`config.mk`:
```
export PLATFORM = sky130hd
export DESIGN_NAME = compass_heading_calibrated_core
export DESIGN_NICKNAME = d
export VERILOG_FILES = /design/src/chc_pkg.sv /design/src/chc_cordic.sv /design/src/compass_heading_calibrated_core.sv
export SDC_FILE = /design/constraint.sdc
export NUM_CORES = 1
export LEC_CHECK = 0
export BUFFER_PORTS_ARGS = -buffer_cell sky130_fd_sc_hd__buf_2
export CELL_PAD_IN_SITES_DETAIL_PLACEMENT = 2
export CELL_PAD_IN_SITES_GLOBAL_PLACEMENT = 2
export CORE_MARGIN = 4
export CORE_UTILIZATION = 46
export DETAILED_ROUTE_END_ITERATION = 10
export PLACE_DENSITY = 0.93
export SLEW_MARGIN = 25
export SYNTH_ARGS = -nofsm -noshare
export SYNTH_HDL_FRONTEND = slang
export SYNTH_SLANG_ARGS = --single-unit
```
`constraint.sdc`:
```
create_clock -name clk -period 13.4 [get_ports clk]
set_input_delay 0 -clock clk [delete_from_list [all_inputs] [get_ports clk]]
set_output_delay 0 -clock clk [all_outputs]
set_load 0.01 [all_outputs]
```
`src/chc_pkg.sv`:
```
// ----------------------------------------------------------------------------
// chc_pkg: shared types and constants of the calibrated compass heading core
// widths, cordic word format, arctangent table, state encoding, unit status
// ----------------------------------------------------------------------------
`timescale 1ns / 1ps
`default_nettype none

package chc_pkg;

    localparam int SAMPLE_BITS  = 16;
    localparam int CORDIC_STEPS = 16;
    localparam int ATAN_ENTRIES = 24;
    localparam int CORDIC_RUN   = (CORDIC_STEPS > ATAN_ENTRIES) ? ATAN_ENTRIES : CORDIC_STEPS;

    localparam int FIELD_W      = 16;
    localparam int HEADING_W    = 15;
    localparam int SECTOR_W     = 4;
    localparam int STATUS_W     = 8;
    localparam int IN_DATA_W    = 56;
    localparam int OUT_DATA_W   = 72;

    // cordic word, processed one digit per cycle
    localparam int CORDIC_W     = 28;
    localparam int DIGIT_W      = 4;
    localparam int DIGITS       = CORDIC_W / DIGIT_W;
    localparam int DIG_CNT_W    = $clog2(DIGITS);
    localparam int ITER_W       = $clog2(ATAN_ENTRIES);
    localparam int BIT_IDX_W    = $clog2(CORDIC_W + ATAN_ENTRIES);
    localparam int WORD_IDX_W   = $clog2(CORDIC_W);

    localparam int QUARTER_TURN_Q16 = 5898240;
    localparam int HALF_TURN_Q6     = 11520;
    localparam int FULL_TURN_Q6     = 23040;
    localparam int HALF_SECTOR_Q6   = 720;
    localparam int ROUND_Q16_TO_Q6  = 512;
    // floor(u / 45) = (u * 1457) >> 16 for u below 1024
    localparam int SECTOR_RECIP     = 1457;

    typedef enum logic [2:0] {
        ST_IDLE,
        ST_TRACK,
        ST_OFFS,
        ST_ROT,
        ST_RUN,
        ST_ANGLE,
        ST_EMIT
    } chc_state_t;

    typedef struct packed {
        logic busy;
        logic done;
    } chc_stat_t;

    // atan(2^-i) in 2^-16 degree
    function automatic logic [CORDIC_W-1:0] atan_q16(input logic [ITER_W-1:0] idx);
        logic [CORDIC_W-1:0] v;
        case (idx)
            5'd0:    v = 28'd2949120;
            5'd1:    v = 28'd1740967;
            5'd2:    v = 28'd919879;
            5'd3:    v = 28'd466945;
            5'd4:    v = 28'd234379;
            5'd5:    v = 28'd117304;
            5'd6:    v = 28'd58666;
            5'd7:    v = 28'd29335;
            5'd8:    v = 28'd14668;
            5'd9:    v = 28'd7334;
            5'd10:   v = 28'd3667;
            5'd11:   v = 28'd1833;
            5'd12:   v = 28'd917;
            5'd13:   v = 28'd458;
            5'd14:   v = 28'd229;
            5'd15:   v = 28'd115;
            5'd16:   v = 28'd57;
            5'd17:   v = 28'd29;
            5'd18:   v = 28'd14;
            5'd19:   v = 28'd7;
            5'd20:   v = 28'd4;
            5'd21:   v = 28'd2;
            5'd22:   v = 28'd1;
            default: v = '0;
        endcase
        return v;
    endfunction

endpackage

`default_nettype wire

```
`src/chc_cordic.sv`:
```
// ----------------------------------------------------------------------------
// chc_cordic: digit-serial vectoring cordic
// each iteration walks the x, y and z words one digit per cycle, lsb first
// ----------------------------------------------------------------------------
`timescale 1ns / 1ps
`default_nettype none

module chc_cordic (
    input  wire logic                            clk,
    input  wire logic                            rst_n,
    input  wire logic                            start,
    input  wire logic signed [chc_pkg::CORDIC_W-1:0] x_in,
    input  wire logic signed [chc_pkg::CORDIC_W-1:0] y_in,
    input  wire logic signed [chc_pkg::CORDIC_W-1:0] z_in,
    output chc_pkg::chc_stat_t                   stat,
    output logic signed [chc_pkg::CORDIC_W-1:0]  z_out
);
    import chc_pkg::*;

    logic                  run_reg, run_next;
    logic                  done_reg, done_next;
    logic [ITER_W-1:0]     iter_reg, iter_next;
    logic [DIG_CNT_W-1:0]  dig_reg, dig_next;
    logic                  dir_reg, dir_next;
    logic                  cx_reg, cy_reg, cz_reg;
    logic [CORDIC_W-1:0]   x_reg, y_reg, z_reg;
    logic [CORDIC_W-1:0]   x_acc_reg, y_acc_reg;

    logic                  first_dig, last_dig, last_iter, dir_now, y_pos;
    logic [BIT_IDX_W-1:0]  dig_off;
    logic [DIGIT_W-1:0]    sx_d, sy_d, opx, opy, opz, atan_d;
    logic [DIGIT_W:0]      sumx, sumy, sumz;
    logic                  cinx, ciny, cinz;
    logic [CORDIC_W-1:0]   atan_word;

    // bit of an arithmetic right shift, sign filled past the top
    function automatic logic shifted_bit(input logic [CORDIC_W-1:0] w,
                                         input logic [BIT_IDX_W-1:0] idx);
        logic b;
        if (idx < BIT_IDX_W'(CORDIC_W))
            b = w[idx[WORD_IDX_W-1:0]];
        else
            b = w[CORDIC_W-1];
        return b;
    endfunction

    assign first_dig = (dig_reg == '0);
    assign last_dig  = (dig_reg == DIG_CNT_W'(DIGITS - 1));
    assign last_iter = (iter_reg == ITER_W'(CORDIC_RUN - 1));
    assign y_pos     = !y_reg[CORDIC_W-1] && (y_reg != '0);
    assign dir_now   = first_dig ? y_pos : dir_reg;
    assign dig_off   = BIT_IDX_W'(dig_reg) * BIT_IDX_W'(DIGIT_W);
    assign atan_word = atan_q16(iter_reg);

    always_comb
    begin
        for (int j = 0; j < DIGIT_W; j++)
        begin
            sy_d[j] = shifted_bit(y_reg, dig_off + BIT_IDX_W'(j) + BIT_IDX_W'(iter_reg));
            sx_d[j] = shifted_bit(x_reg, dig_off + BIT_IDX_W'(j) + BIT_IDX_W'(iter_reg));
        end
    end

    assign atan_d = atan_word[dig_off[WORD_IDX_W-1:0] +: DIGIT_W];

    // y above zero: x += y>>i, y -= x>>i, z += atan; else the opposite
    assign opx  = dir_now ? sy_d   : ~sy_d;
    assign opy  = dir_now ? ~sx_d  : sx_d;
    assign opz  = dir_now ? atan_d : ~atan_d;
    assign cinx = first_dig ? !dir_now : cx_reg;
    assign ciny = first_dig ? dir_now  : cy_reg;
    assign cinz = first_dig ? !dir_now : cz_reg;

    assign sumx = {1'b0, x_reg[dig_off[WORD_IDX_W-1:0] +: DIGIT_W]} + {1'b0, opx}
                  + {{DIGIT_W{1'b0}}, cinx};
    assign sumy = {1'b0, y_reg[dig_off[WORD_IDX_W-1:0] +: DIGIT_W]} + {1'b0, opy}
                  + {{DIGIT_W{1'b0}}, ciny};
    assign sumz = {1'b0, z_reg[DIGIT_W-1:0]} + {1'b0, opz} + {{DIGIT_W{1'b0}}, cinz};

    always_comb
    begin
        run_next  = run_reg;
        done_next = 1'b0;
        iter_next = iter_reg;
        dig_next  = dig_reg;
        dir_next  = dir_reg;
        if (start)
        begin
            run_next  = 1'b1;
            iter_next = '0;
            dig_next  = '0;
        end
        else if (run_reg)
        begin
            dir_next = dir_now;
            if (last_dig)
            begin
                dig_next = '0;
                if (last_iter)
                begin
                    run_next  = 1'b0;
                    done_next = 1'b1;
                end
                else
                    iter_next = iter_reg + 1'b1;
            end
            else
                dig_next = dig_reg + 1'b1;
        end
    end

    always_ff @(posedge clk or negedge rst_n)
    begin
        if (!rst_n)
        begin
            run_reg  <= 1'b0;
            done_reg <= 1'b0;
            iter_reg <= '0;
            dig_reg  <= '0;
            dir_reg  <= 1'b0;
        end
        else
        begin
            run_reg  <= run_next;
            done_reg <= done_next;
            iter_reg <= iter_next;
            dig_reg  <= dig_next;
            dir_reg  <= dir_next;
        end
    end

    // datapath words, no reset
    always_ff @(posedge clk)
    begin
        if (start)
        begin
            x_reg <= x_in;
            y_reg <= y_in;
            z_reg <= z_in;
        end
        else if (run_reg)
        begin
            cx_reg <= sumx[DIGIT_W];
            cy_reg <= sumy[DIGIT_W];
            cz_reg <= sumz[DIGIT_W];
            z_reg  <= {sumz[DIGIT_W-1:0], z_reg[CORDIC_W-1:DIGIT_W]};
            if (last_dig)
            begin
                x_reg <= {sumx[DIGIT_W-1:0], x_acc_reg[CORDIC_W-1:DIGIT_W]};
                y_reg <= {sumy[DIGIT_W-1:0], y_acc_reg[CORDIC_W-1:DIGIT_W]};
            end
            else
            begin
                x_acc_reg <= {sumx[DIGIT_W-1:0], x_acc_reg[CORDIC_W-1:DIGIT_W]};
                y_acc_reg <= {sumy[DIGIT_W-1:0], y_acc_reg[CORDIC_W-1:DIGIT_W]};
            end
        end
    end

    assign stat.busy = run_reg;
    assign stat.done = done_reg;
    assign z_out     = z_reg;

`ifndef NO_ASSERTIONS
    a_done_ends_run: assert property (@(posedge clk) disable iff (!rst_n)
        done_reg |-> !run_reg && $past(run_reg))
        else $error("cordic done without a finished run");
    a_digit_idle: assert property (@(posedge clk) disable iff (!rst_n)
        !run_reg |-> dig_reg == '0)
        else $error("digit counter moved while idle");
    a_iter_bound: assert property (@(posedge clk) disable iff (!rst_n)
        run_reg |-> iter_reg <= ITER_W'(CORDIC_RUN - 1))
        else $error("cordic iteration past the last step");
`endif

endmodule

`default_nettype wire

```
`src/compass_heading_calibrated_core.sv`:
```
// ----------------------------------------------------------------------------
// compass_heading_calibrated_core: hard-iron calibrated compass heading
// a beat with status bit 0 set gives one result beat after a cordic run of
// 16 iterations over 7 digits; no new sample is taken until that result is loaded for output
// a beat with status bit 0 clear is taken and gives no result
// reset: axis minimums go to 32767, maximums to -32768, no result pending
// ----------------------------------------------------------------------------
`timescale 1ns / 1ps
`default_nettype none

module compass_heading_calibrated_core (
    input  wire logic                             clk,
    input  wire logic                             rst_n,
    input  wire logic                             s_tvalid,
    output logic                                  s_tready,
    // status_byte[7:0], x_raw[23:8], y_raw[39:24], z_raw[55:40]
    input  wire logic [chc_pkg::IN_DATA_W-1:0]    s_tdata,
    output logic                                  m_tvalid,
    input  wire logic                             m_tready,
    // heading_q6[14:0], bearing_sector[18:15], x_offset[34:19],
    // y_offset[50:35], z_offset[66:51], zero fill [71:67]
    output logic [chc_pkg::OUT_DATA_W-1:0]        m_tdata
);
    import chc_pkg::*;

    chc_state_t state_reg, state_next;

    // sample and calibration registers
    logic signed [FIELD_W-1:0]  xs_reg, ys_reg, zs_reg;
    logic signed [FIELD_W-1:0]  x_low_reg, y_low_reg, z_low_reg;
    logic signed [FIELD_W-1:0]  x_high_reg, y_high_reg, z_high_reg;
    logic signed [FIELD_W-1:0]  xo_reg, yo_reg, zo_reg;
    logic                       zero_reg;
    logic [HEADING_W-1:0]       heading_reg;
    logic                       m_valid_reg, m_valid_next;
    logic [OUT_DATA_W-1:0]      m_data_reg;

    logic                       s_beat, new_sample;
    logic                       emit_ok;
    logic                       cordic_start;
    chc_stat_t                  cordic_stat;
    logic signed [CORDIC_W-1:0] x0, y0, z0, z_res;
    logic signed [FIELD_W:0]    dx, dy;
    logic signed [CORDIC_W-1:0] xw, yw;

    // finishing arithmetic
    logic signed [CORDIC_W-1:0] z_round, a_full;
    logic signed [FIELD_W-1:0]  a_clamp, h_full;
    logic [HEADING_W-1:0]       sector_base;
    logic [9:0]                 sector_u;
    logic [20:0]                sector_prod;
    logic [SECTOR_W-1:0]        sector;

    function automatic logic signed [FIELD_W-1:0] sample_of(input logic [FIELD_W-1:0] raw);
        return FIELD_W'($signed(raw[SAMPLE_BITS-1:0]));
    endfunction

    // (low + high) / 2 rounded toward zero
    function automatic logic signed [FIELD_W-1:0] centre(input logic signed [FIELD_W-1:0] lo,
                                                         input logic signed [FIELD_W-1:0] hi);
        logic signed [FIELD_W:0] sum;
        sum = (FIELD_W + 1)'(lo) + (FIELD_W + 1)'(hi);
        if (sum < 0)
            sum = sum + 17'sd1;
        return FIELD_W'(sum >>> 1);
    endfunction

    assign s_beat     = s_tvalid && s_tready;
    assign new_sample = s_tdata[0];
    // the output register is free or its beat goes out this cycle
    assign emit_ok    = !m_valid_reg || m_tready;

    // next state
    always_comb
    begin
        state_next = state_reg;
        unique case (state_reg)
            ST_IDLE:
                if (s_beat && new_sample)
                    state_next = ST_TRACK;
            ST_TRACK: state_next = ST_OFFS;
            ST_OFFS:  state_next = ST_ROT;
            ST_ROT:   state_next = ST_RUN;
            ST_RUN:
                if (cordic_stat.done)
                    state_next = ST_ANGLE;
            ST_ANGLE: state_next = ST_EMIT;
            ST_EMIT:
                if (emit_ok)
                    state_next = ST_IDLE;
            default:  state_next = ST_IDLE;
        endcase
    end

    // outputs of the state machine
    always_comb
    begin
        s_tready     = 1'b0;
        cordic_start = 1'b0;
        m_valid_next = m_valid_reg && !m_tready;
        unique case (state_reg)
            ST_IDLE:  s_tready = 1'b1;
            ST_ROT:   cordic_start = 1'b1;
            ST_EMIT:
                if (emit_ok)
                    m_valid_next = 1'b1;
            default:  ;
        endcase
    end

    always_ff @(posedge clk or negedge rst_n)
    begin
        if (!rst_n)
        begin
            state_reg   <= ST_IDLE;
            m_valid_reg <= 1'b0;
            x_low_reg   <= 16'sh7FFF;
            y_low_reg   <= 16'sh7FFF;
            z_low_reg   <= 16'sh7FFF;
            x_high_reg  <= 16'sh8000;
            y_high_reg  <= 16'sh8000;
            z_high_reg  <= 16'sh8000;
        end
        else
        begin
            state_reg   <= state_next;
            m_valid_reg <= m_valid_next;
            // minimum and maximum move independently
            if (state_reg == ST_TRACK)
            begin
                if (xs_reg > x_high_reg) x_high_reg <= xs_reg;
                if (xs_reg < x_low_reg)  x_low_reg  <= xs_reg;
                if (ys_reg > y_high_reg) y_high_reg <= ys_reg;
                if (ys_reg < y_low_reg)  y_low_reg  <= ys_reg;
                if (zs_reg > z_high_reg) z_high_reg <= zs_reg;
                if (zs_reg < z_low_reg)  z_low_reg  <= zs_reg;
            end
        end
    end

    // offset-corrected vector, scaled and turned into the right half plane
    always_comb
    begin
        dx = (FIELD_W + 1)'(xs_reg) - (FIELD_W + 1)'(xo_reg);
        dy = (FIELD_W + 1)'(ys_reg) - (FIELD_W + 1)'(yo_reg);
        xw = CORDIC_W'(dx) <<< 8;
        yw = CORDIC_W'(dy) <<< 8;
        x0 = xw;
        y0 = yw;
        z0 = '0;
        if (xw < 0)
        begin
            if (yw >= 0)
            begin
                x0 = yw;
                y0 = -xw;
                z0 = CORDIC_W'(QUARTER_TURN_Q16);
            end
            else
            begin
                x0 = -yw;
                y0 = xw;
                z0 = -CORDIC_W'(QUARTER_TURN_Q16);
            end
        end
    end

    chc_cordic u_cordic (
        .clk   (clk),
        .rst_n (rst_n),
        .start (cordic_start),
        .x_in  (x0),
        .y_in  (y0),
        .z_in  (z0),
        .stat  (cordic_stat),
        .z_out (z_res)
    );

    // angle rounded to 1/64 degree (zero for a zero vector), clamped to a half turn, then wrapped positive
    always_comb
    begin
        z_round = z_res + CORDIC_W'(ROUND_Q16_TO_Q6);
        a_full  = z_round >>> 10;
        if (zero_reg)
            a_clamp = '0;
        else if (a_full > CORDIC_W'(HALF_TURN_Q6))
            a_clamp = FIELD_W'(HALF_TURN_Q6);
        else if (a_full < -CORDIC_W'(HALF_TURN_Q6))
            a_clamp = -FIELD_W'(HALF_TURN_Q6);
        else
            a_clamp = FIELD_W'(a_full);
        h_full = (a_clamp > 0) ? a_clamp : a_clamp + FIELD_W'(FULL_TURN_Q6);
    end

    // sector = (heading + 720) / 1440 = ((heading + 720) >> 5) / 45, low four bits
    assign sector_base = heading_reg + HEADING_W'(HALF_SECTOR_Q6);
    assign sector_u    = sector_base[HEADING_W-1:5];
    assign sector_prod = 21'(sector_u) * 21'(SECTOR_RECIP);
    assign sector      = sector_prod[19:16];

    // payload registers, no reset
    always_ff @(posedge clk)
    begin
        if (s_beat && new_sample)
        begin
            xs_reg <= sample_of(s_tdata[23:8]);
            ys_reg <= sample_of(s_tdata[39:24]);
            zs_reg <= sample_of(s_tdata[55:40]);
        end
        if (state_reg == ST_OFFS)
        begin
            xo_reg <= centre(x_low_reg, x_high_reg);
            yo_reg <= centre(y_low_reg, y_high_reg);
            zo_reg <= centre(z_low_reg, z_high_reg);
        end
        if (state_reg == ST_ROT)
            zero_reg <= (dx == '0) && (dy == '0);
        if (state_reg == ST_ANGLE)
            heading_reg <= HEADING_W'(h_full);
        if (state_reg == ST_EMIT && emit_ok)
            m_data_reg <= {5'b0, zo_reg, yo_reg, xo_reg, sector, heading_reg};
    end

    assign m_tvalid = m_valid_reg;
    assign m_tdata  = m_data_reg;

`ifndef NO_ASSERTIONS
    a_ready_unit_idle: assert property (@(posedge clk) disable iff (!rst_n)
        s_tready |-> !cordic_stat.busy)
        else $error("sample beat taken while the cordic runs");
    a_done_in_run: assert property (@(posedge clk) disable iff (!rst_n)
        cordic_stat.done |-> state_reg == ST_RUN)
        else $error("cordic finished outside the run state");
    a_heading_range: assert property (@(posedge clk) disable iff (!rst_n)
        m_tvalid |-> m_tdata[14:0] != 15'd0 && m_tdata[14:0] <= 15'd23040)
        else $error("heading out of range");
    a_offsets_ordered: assert property (@(posedge clk) disable iff (!rst_n)
        state_reg == ST_OFFS |-> x_low_reg <= x_high_reg && y_low_reg <= y_high_reg)
        else $error("axis minimum above maximum after an update");
`endif

endmodule

`default_nettype wire
```
==> results.sh, run 1 <==
export IMPL_status="completed"
export IMPL_cts_root_buffer="clkbuf_16"
export IMPL_synth_top_family_by_area="adder cells"
export IMPL_cts_buffer_depth=3
export IMPL_crit_type="reg2reg"
export IMPL_setup_tns_ns=0
export IMPL_seq_area_frac_synth=0.4145
export IMPL_syn_inst=2743
export IMPL_nets=3246
export IMPL_fmax_mhz=156.6
export IMPL_drt_wl_total_um=130800
export IMPL_rsz0062_at_grt="no"
export IMPL_wl_per_cell_um=34.65
export IMPL_cp_end_kind="flop"
export IMPL_initial_core_util=0.4666
export IMPL_synth_top_cell_area_share=0.3186
export IMPL_finalCritPeriodShare=0.4765
export IMPL_grt_first_pass_wirelength_um=192700
export IMPL_grt_start_max_net_pins=114
export IMPL_antenna_found_initial=3
export IMPL_synth_largest_area_cell="edfxtp_1"
export IMPL_grt_total_usage=0.3768
export IMPL_cts_sink_count=425
export IMPL_pre_cts_slack_ns=7.105
export IMPL_synth_edf_count=314
export IMPL_cp_start_kind="flop"
export IMPL_numCtsBuffers=49
export IMPL_die_area_um2=68460
export IMPL_h_tree_depth=2
export IMPL_drive_above_1_share=0.1676
export IMPL_final_cell_mix="314 x edfxtp_1, 259 x ha_1, 230 x inv_1, 181 x nand2_1, 168 x nor2_1"
export IMPL_area_growth_pct=12.20
export IMPL_synth_flop_cell="edfxtp_1"
export IMPL_drt_iter0_markers=2604
export IMPL_cp_arrival_ns=6.76
export IMPL_ioPinCount=134
export IMPL_num_rows=92
export IMPL_tightestPinTransition_ns=1.080
export IMPL_netlist_top_cells_area="edfxtp_1 32%, ha_1 11%, dfrtp_1 5.3%"
export IMPL_crit_path_max_fanout=4
export IMPL_vias=25550
export IMPL_drc=0
export IMPL_synth_seq_cells=425
export IMPL_syn_cell_area_um2=29590
export IMPL_clk_pin_slew_ns=0.07
export IMPL_postRouteAntennaNets=0
export IMPL_finalMaxSlewViolations=0
export IMPL_syn_avg_cell_area_um2=10.79
export IMPL_clock_latency_ns=0.69
export IMPL_cts_tree="done"
export IMPL_min_path_type="in2async"
export IMPL_setup_viol=0
export IMPL_largest_register_ffs=67
export IMPL_synth_distinct_cells=105
export IMPL_hold_viol_final=0
export IMPL_yosys_warnings=0
export IMPL_synth_simple_area_share=0.1188
export IMPL_clock_skew_ns=0.07858
export IMPL_finish_utilization=0.5235
export IMPL_fillCellCount=6185
export IMPL_grt_pass1_vias=28680
export IMPL_synthMuxAreaShare=0.1033
export IMPL_core_area_um2=63430
export IMPL_timing_final_ws_setup_ns=7.015
export IMPL_required_ns=13.77
export IMPL_regMostFlops="m_tdata"
export IMPL_finalNonFillerCells=3776
export IMPL_port_buffers=121
export IMPL_via_per_inst=6.766
export IMPL_layout_commonest_cell="edfxtp_1"
export IMPL_synthAdderAreaFrac=0.1339
export IMPL_die_w_um=261.6
export IMPL_synth_compound_area_frac=0.1284
export IMPL_overflow=0
export IMPL_synth_xor_xnor_area_share=0.05611
export IMPL_min_period_ns=6.385
export IMPL_synthArstFlopShare=0.2612
export IMPL_dieHeight_um=261.6
export IMPL_dpl_cell_count=3633
export IMPL_place_hpwl_um=77380
export IMPL_cts_resized=0
export IMPL_dr_pass1_iters=6
export IMPL_max_cap_viol_count=0
export IMPL_gp_congestion=0.8833
export IMPL_timing_slew_headroom=0.2712
timing repair:
action | 4_1_cts | 5_1_grt
endpoints found under the hold margin | 111 | 0
setup endpoints to repair | 0 | 0
hold buffers | 52 | 0
setup buffers | 0 | 0
per-layer routing:
metal | part of all wire | up-vias | track usage | wire, µm
li1 | - | 10340 | - | -
met1 | 0.35 | 12870 | 0.4070 | 45440
met2 | 0.50 | 1590 | 0.6595 | 64930
met3 | 0.069 | 744 | 0.07565 | 9069
met4 | 0.087 | 2 | 0.2705 | 11370
met5 | 0.000092 | - | 0 | 12
path summary, 6_finish.rpt:
path                                     start  depth (start not counted)  slack, ns                   end
worst max-delay path            heading_reg[4]                         24       7.01           m_tdata[18]
worst min-delay path                     rst_n                          2      0.008         z_high_reg[8]
worst max register to register  heading_reg[4]                         24       7.01           m_tdata[18]
worst min register to register  heading_reg[1]                          0       0.42            m_tdata[1]
max in group asynchronous                rst_n                          3      11.85  u_cordic.iter_reg[0]
min in group clk                   s_tdata[40]                          2       0.03             zs_reg[0]
Yosys cell counts, drive strengths merged (20+ instances only):
cell type,instances
a211oi,28
a21o,59
a21oi,128
a31oi,29
and2,56
buf,43
clkbuf,62
dfrtp,63
dfstp,48
edfxtp,314
fa,36
ha,259
inv,231
mux2,106
mux2i,37
mux4,66
nand2,182
nand2b,26
nand3,68
nand4,32
nor2,173
nor2b,21
nor3,60
nor4,20
o21a,25
o21ai,161
xnor2,131
xor2,56
per-stage QoR:
| stage | area [µm²] | hold slack (ns) |
|---|---|---|
| finish | 33200 | 0.008300 |
| global route | 33200 | 0.03506 |
| CTS | 33160 | 0.03950 |
| detailed placement | 31050 | 0.1638 |
| global placement | 31040 | 0.1354 |
| floorplan | 29610 | -0.2956 |
cell type report:
| type | count | area [µm²] | area share |
|---|---|---|---|
| multi-input cells | 1984 | 16070 | 0.4839 |
| flip-flops and latches | 425 | 12270 | 0.3695 |
| repair buffers | 198 | 1340 | 0.04036 |
| clock buffers | 58 | 1290 | 0.03885 |
| well taps | 846 | 1059 | 0.03188 |
| inverters | 233 | 874.6 | 0.02634 |
| clock inverters | 31 | 304.0 | 0.009157 |
| diodes | 1 | 2.502 | 0.00007537 |
logic make-up (layout without fill, tap and decap cells):
group,count (synthesis),count (layout)
compound gates,577,577
xor+xnor,188,188
fa+ha+maj,295,295
buf+inv,338,520
flops,425,425
mux,209,209
other cells,1,6
simple gates,710,710
worst max-delay path, cell delays in order, from the launching register on:
cell,delay (ns)
edfxtp_1,0.44
ha_1,0.27
or3_1,0.38
a21o_1,0.26
xnor2_1,0.30
inv_1,0.16
ha_1,0.25
inv_1,0.08
fa_1,0.39
inv_1,0.09
fa_1,0.45
fa_1,0.56
inv_1,0.06
fa_1,0.53
inv_1,0.04
ha_1,0.18
a21o_1,0.16
a21o_1,0.17
a21oi_1,0.13
o21ai_0,0.09
a41oi_1,0.28
a211oi_1,0.18
a21o_1,0.24
a21oi_1,0.20
xnor3_1,0.24
Power of run 1 is left out: the tool's default activity adds up to more than one toggle a clock period on the data nets, which glitch-free logic cannot reach.
==> run 2, diff against run 1 <==
--- a/config.mk
+++ b/config.mk
@@ -9,9 +9,9 @@
 export CELL_PAD_IN_SITES_DETAIL_PLACEMENT = 2
 export CELL_PAD_IN_SITES_GLOBAL_PLACEMENT = 2
 export CORE_MARGIN = 4
-export CORE_UTILIZATION = 46
+export CORE_UTILIZATION = 38
 export DETAILED_ROUTE_END_ITERATION = 10
-export PLACE_DENSITY = 0.93
+export PLACE_DENSITY = 0.83
 export SLEW_MARGIN = 25
 export SYNTH_ARGS = -nofsm -noshare
 export SYNTH_HDL_FRONTEND = slang
==> constraint.sdc (replaced) <==
create_clock -name clk -period 5.4 [get_ports clk]
set_input_delay 0 -clock clk [delete_from_list [all_inputs] [get_ports clk]]
set_output_delay 0 -clock clk [all_outputs]
set_load 0.01 [all_outputs]
==> run 2 against run 1 <==
The run now ends with negative setup slack left. Worst setup slack lost 7.4 ns. Core utilization shrank 8.3 points. Critical endpoint unchanged. Critical path depth is the same. Critical path type unchanged. Highest routed layer unchanged.
==> results.sh, run 2 (synthesized netlist as in run 1, its figures left out) <==
export IMPL_status="finished with violations"
export IMPL_violations="negative setup slack"
export IMPL_dr_pass1_iters=5
export IMPL_min_delay_start="s_tdata[30]"
export IMPL_finish_utilization=0.4401
export IMPL_required_ns=5.75
export IMPL_initial_core_util=0.3826
export IMPL_worstPathCellList="ha_2, or3_4, a21o_4, xnor2_4, inv_2, ha_4, inv_2, fa_1, inv_2, fa_1, fa_1, inv_2, fa_1, inv_1, ha_2, a21o_1, a21o_1, a21oi_1, o21ai_1, a41oi_2, a211oi_2, a21o_1, a21oi_2, xnor3_1"
export IMPL_max_cap_viol_count=0
export IMPL_drt_iter0_markers=1268
export IMPL_grt_first_pass_wirelength_um=155500
export IMPL_largest_register_ffs=67
export IMPL_rr_startpoint="heading_reg[4]"
export IMPL_cp_arrival_ns=6.14
export IMPL_cp_end_kind="flop"
export IMPL_multi_input_area_um2=16190
export IMPL_num_rows=102
export IMPL_gp_congestion=0.8611
export IMPL_fmax_mhz=172.7
export IMPL_grt_total_usage=0.2397
export IMPL_numCtsBuffers=50
export IMPL_clock_skew_ns=0.03240
export IMPL_fin_area_um2=34040
export IMPL_vias=23110
export IMPL_cts_tree="done"
export IMPL_layout_commonest_cell="edfxtp_1"
export IMPL_grt_pass1_vias=25820
export IMPL_postRouteAntennaNets=0
export IMPL_drc=0
export IMPL_core_area_um2=77340
export IMPL_dieHeight_um=287.1
export IMPL_clock_latency_ns=0.61
export IMPL_reg2reg_slack_ns=-0.39
export IMPL_area_growth_pct=15.01
export IMPL_port_buffers=121
export IMPL_crit_family="adder cells"
export IMPL_dpl_cell_area_um2=31610
export IMPL_via_per_inst=5.754
export IMPL_finalMaxSlewViolations=0
export IMPL_min_path_type="in2reg"
export IMPL_hold_end="ys_reg[6]"
export IMPL_cts_sink_count=425
export IMPL_clk_pin_slew_ns=0.06
export IMPL_setup_viol=4
export IMPL_timing_slew_headroom=0.2692
export IMPL_cts_root_buffer="clkbuf_16"
export IMPL_nets=3290
export IMPL_overflow=0
export IMPL_drt_wl_total_um=99910
export IMPL_cp_depth=24
export IMPL_grt_start_max_net_pins=102
export IMPL_ioPinCount=134
export IMPL_rsz0062_at_grt="yes"
export IMPL_finalCritPeriodShare=1.072
export IMPL_critical_path_slowest_cell="fa_1"
export IMPL_hold_viol_final=0
export IMPL_place_hpwl_um=70640
export IMPL_h_tree_depth=2
export IMPL_cts_buffer_depth=3
export IMPL_antenna_cells=0
export IMPL_die_w_um=287.1
export IMPL_hold_depth=2
export IMPL_final_cell_mix="314 x edfxtp_1, 255 x ha_1, 226 x inv_1, 181 x nand2_1, 169 x nor2_1"
export IMPL_timing_final_ws_setup_ns=-0.3914
export IMPL_crit_path_max_fanout=3
export IMPL_crit_type="reg2reg"
export IMPL_drive_above_1_share=0.1892
export IMPL_wl_per_cell_um=24.88
export IMPL_cp_start_kind="flop"
export IMPL_antenna_found_initial=3
export IMPL_tightestPinTransition_ns=1.096
export IMPL_fillCellCount=8073
export IMPL_r2r_end="m_tdata[18]"
export IMPL_slowest_delay_ns=0.52
export IMPL_seq_area_um2=12270
export IMPL_regMostFlops="m_tdata"
export IMPL_die_area_um2=82410
export IMPL_critPathBufInv=5
export IMPL_min_period_ns=5.791
export IMPL_r2r_cells=24
[run 2: cell types whose count changed in the layout (fill, tap and decap cells not counted), moves of 4 or more]
cell       previous run  this run
ha_1                259       255
buf_4                24        66
inv_1               230       226
bufinv_16             4         8
clkinv_1             11         5
inv_2                 1         5
[run 2: area by class of cell]
class | instances | area share
Multi-Input combinational cell | 1984 | 0.4756
Tap cell | 1040 | 0.03823
Timing Repair Buffer | 241 | 0.04841
Sequential cell | 425 | 0.3604
Clock buffer | 58 | 0.03882
Inverter | 233 | 0.02570
Clock inverter | 35 | 0.01279
[run 2: worst max-delay path by stage]
stage	start	end
5_1_grt	heading_reg[4]	m_tdata[18]
6_report	heading_reg[4]	m_tdata[18]
3_3_place_gp	heading_reg[5]	m_tdata[18]
2_1_floorplan	heading_reg[5]	m_tdata[18]
3_5_place_dp	heading_reg[5]	m_tdata[18]
4_1_cts	heading_reg[4]	m_tdata[18]
[run 2: what timing repair did]
item,in CTS,in global routing
setup buffers,3,3
hold buffers,54,0
setup endpoints to repair,4,4
endpoints found under the hold margin,124,0
resized for setup,6,9
pin swaps,12,4
[run 2: layer usage]
layer,vias up,global-route usage,share of wire
met5,-,0,0.00016
met4,2,0.08580,0.040
met3,217,0.03013,0.037
met2,544,0.4430,0.52
met1,11930,0.2850,0.40
li1,10420,-,-
[run 2: per-stage QoR]
stage               hold slack [ns]  worst slack, ns  setup TNS (ns)  instances
floorplan                   -0.2956          0.01322               0       2747
global placement            -0.1099          -0.1863         -0.3048       3863
detailed placement          -0.1067          -0.5464          -1.525       3863
CTS                         0.04295          -0.4135         -0.9189       4013
global route                0.08419          -0.6061          -1.687       4016
finish                       0.1099          -0.3914         -0.8889       4016
Power of run 2 is left out for the same reason.
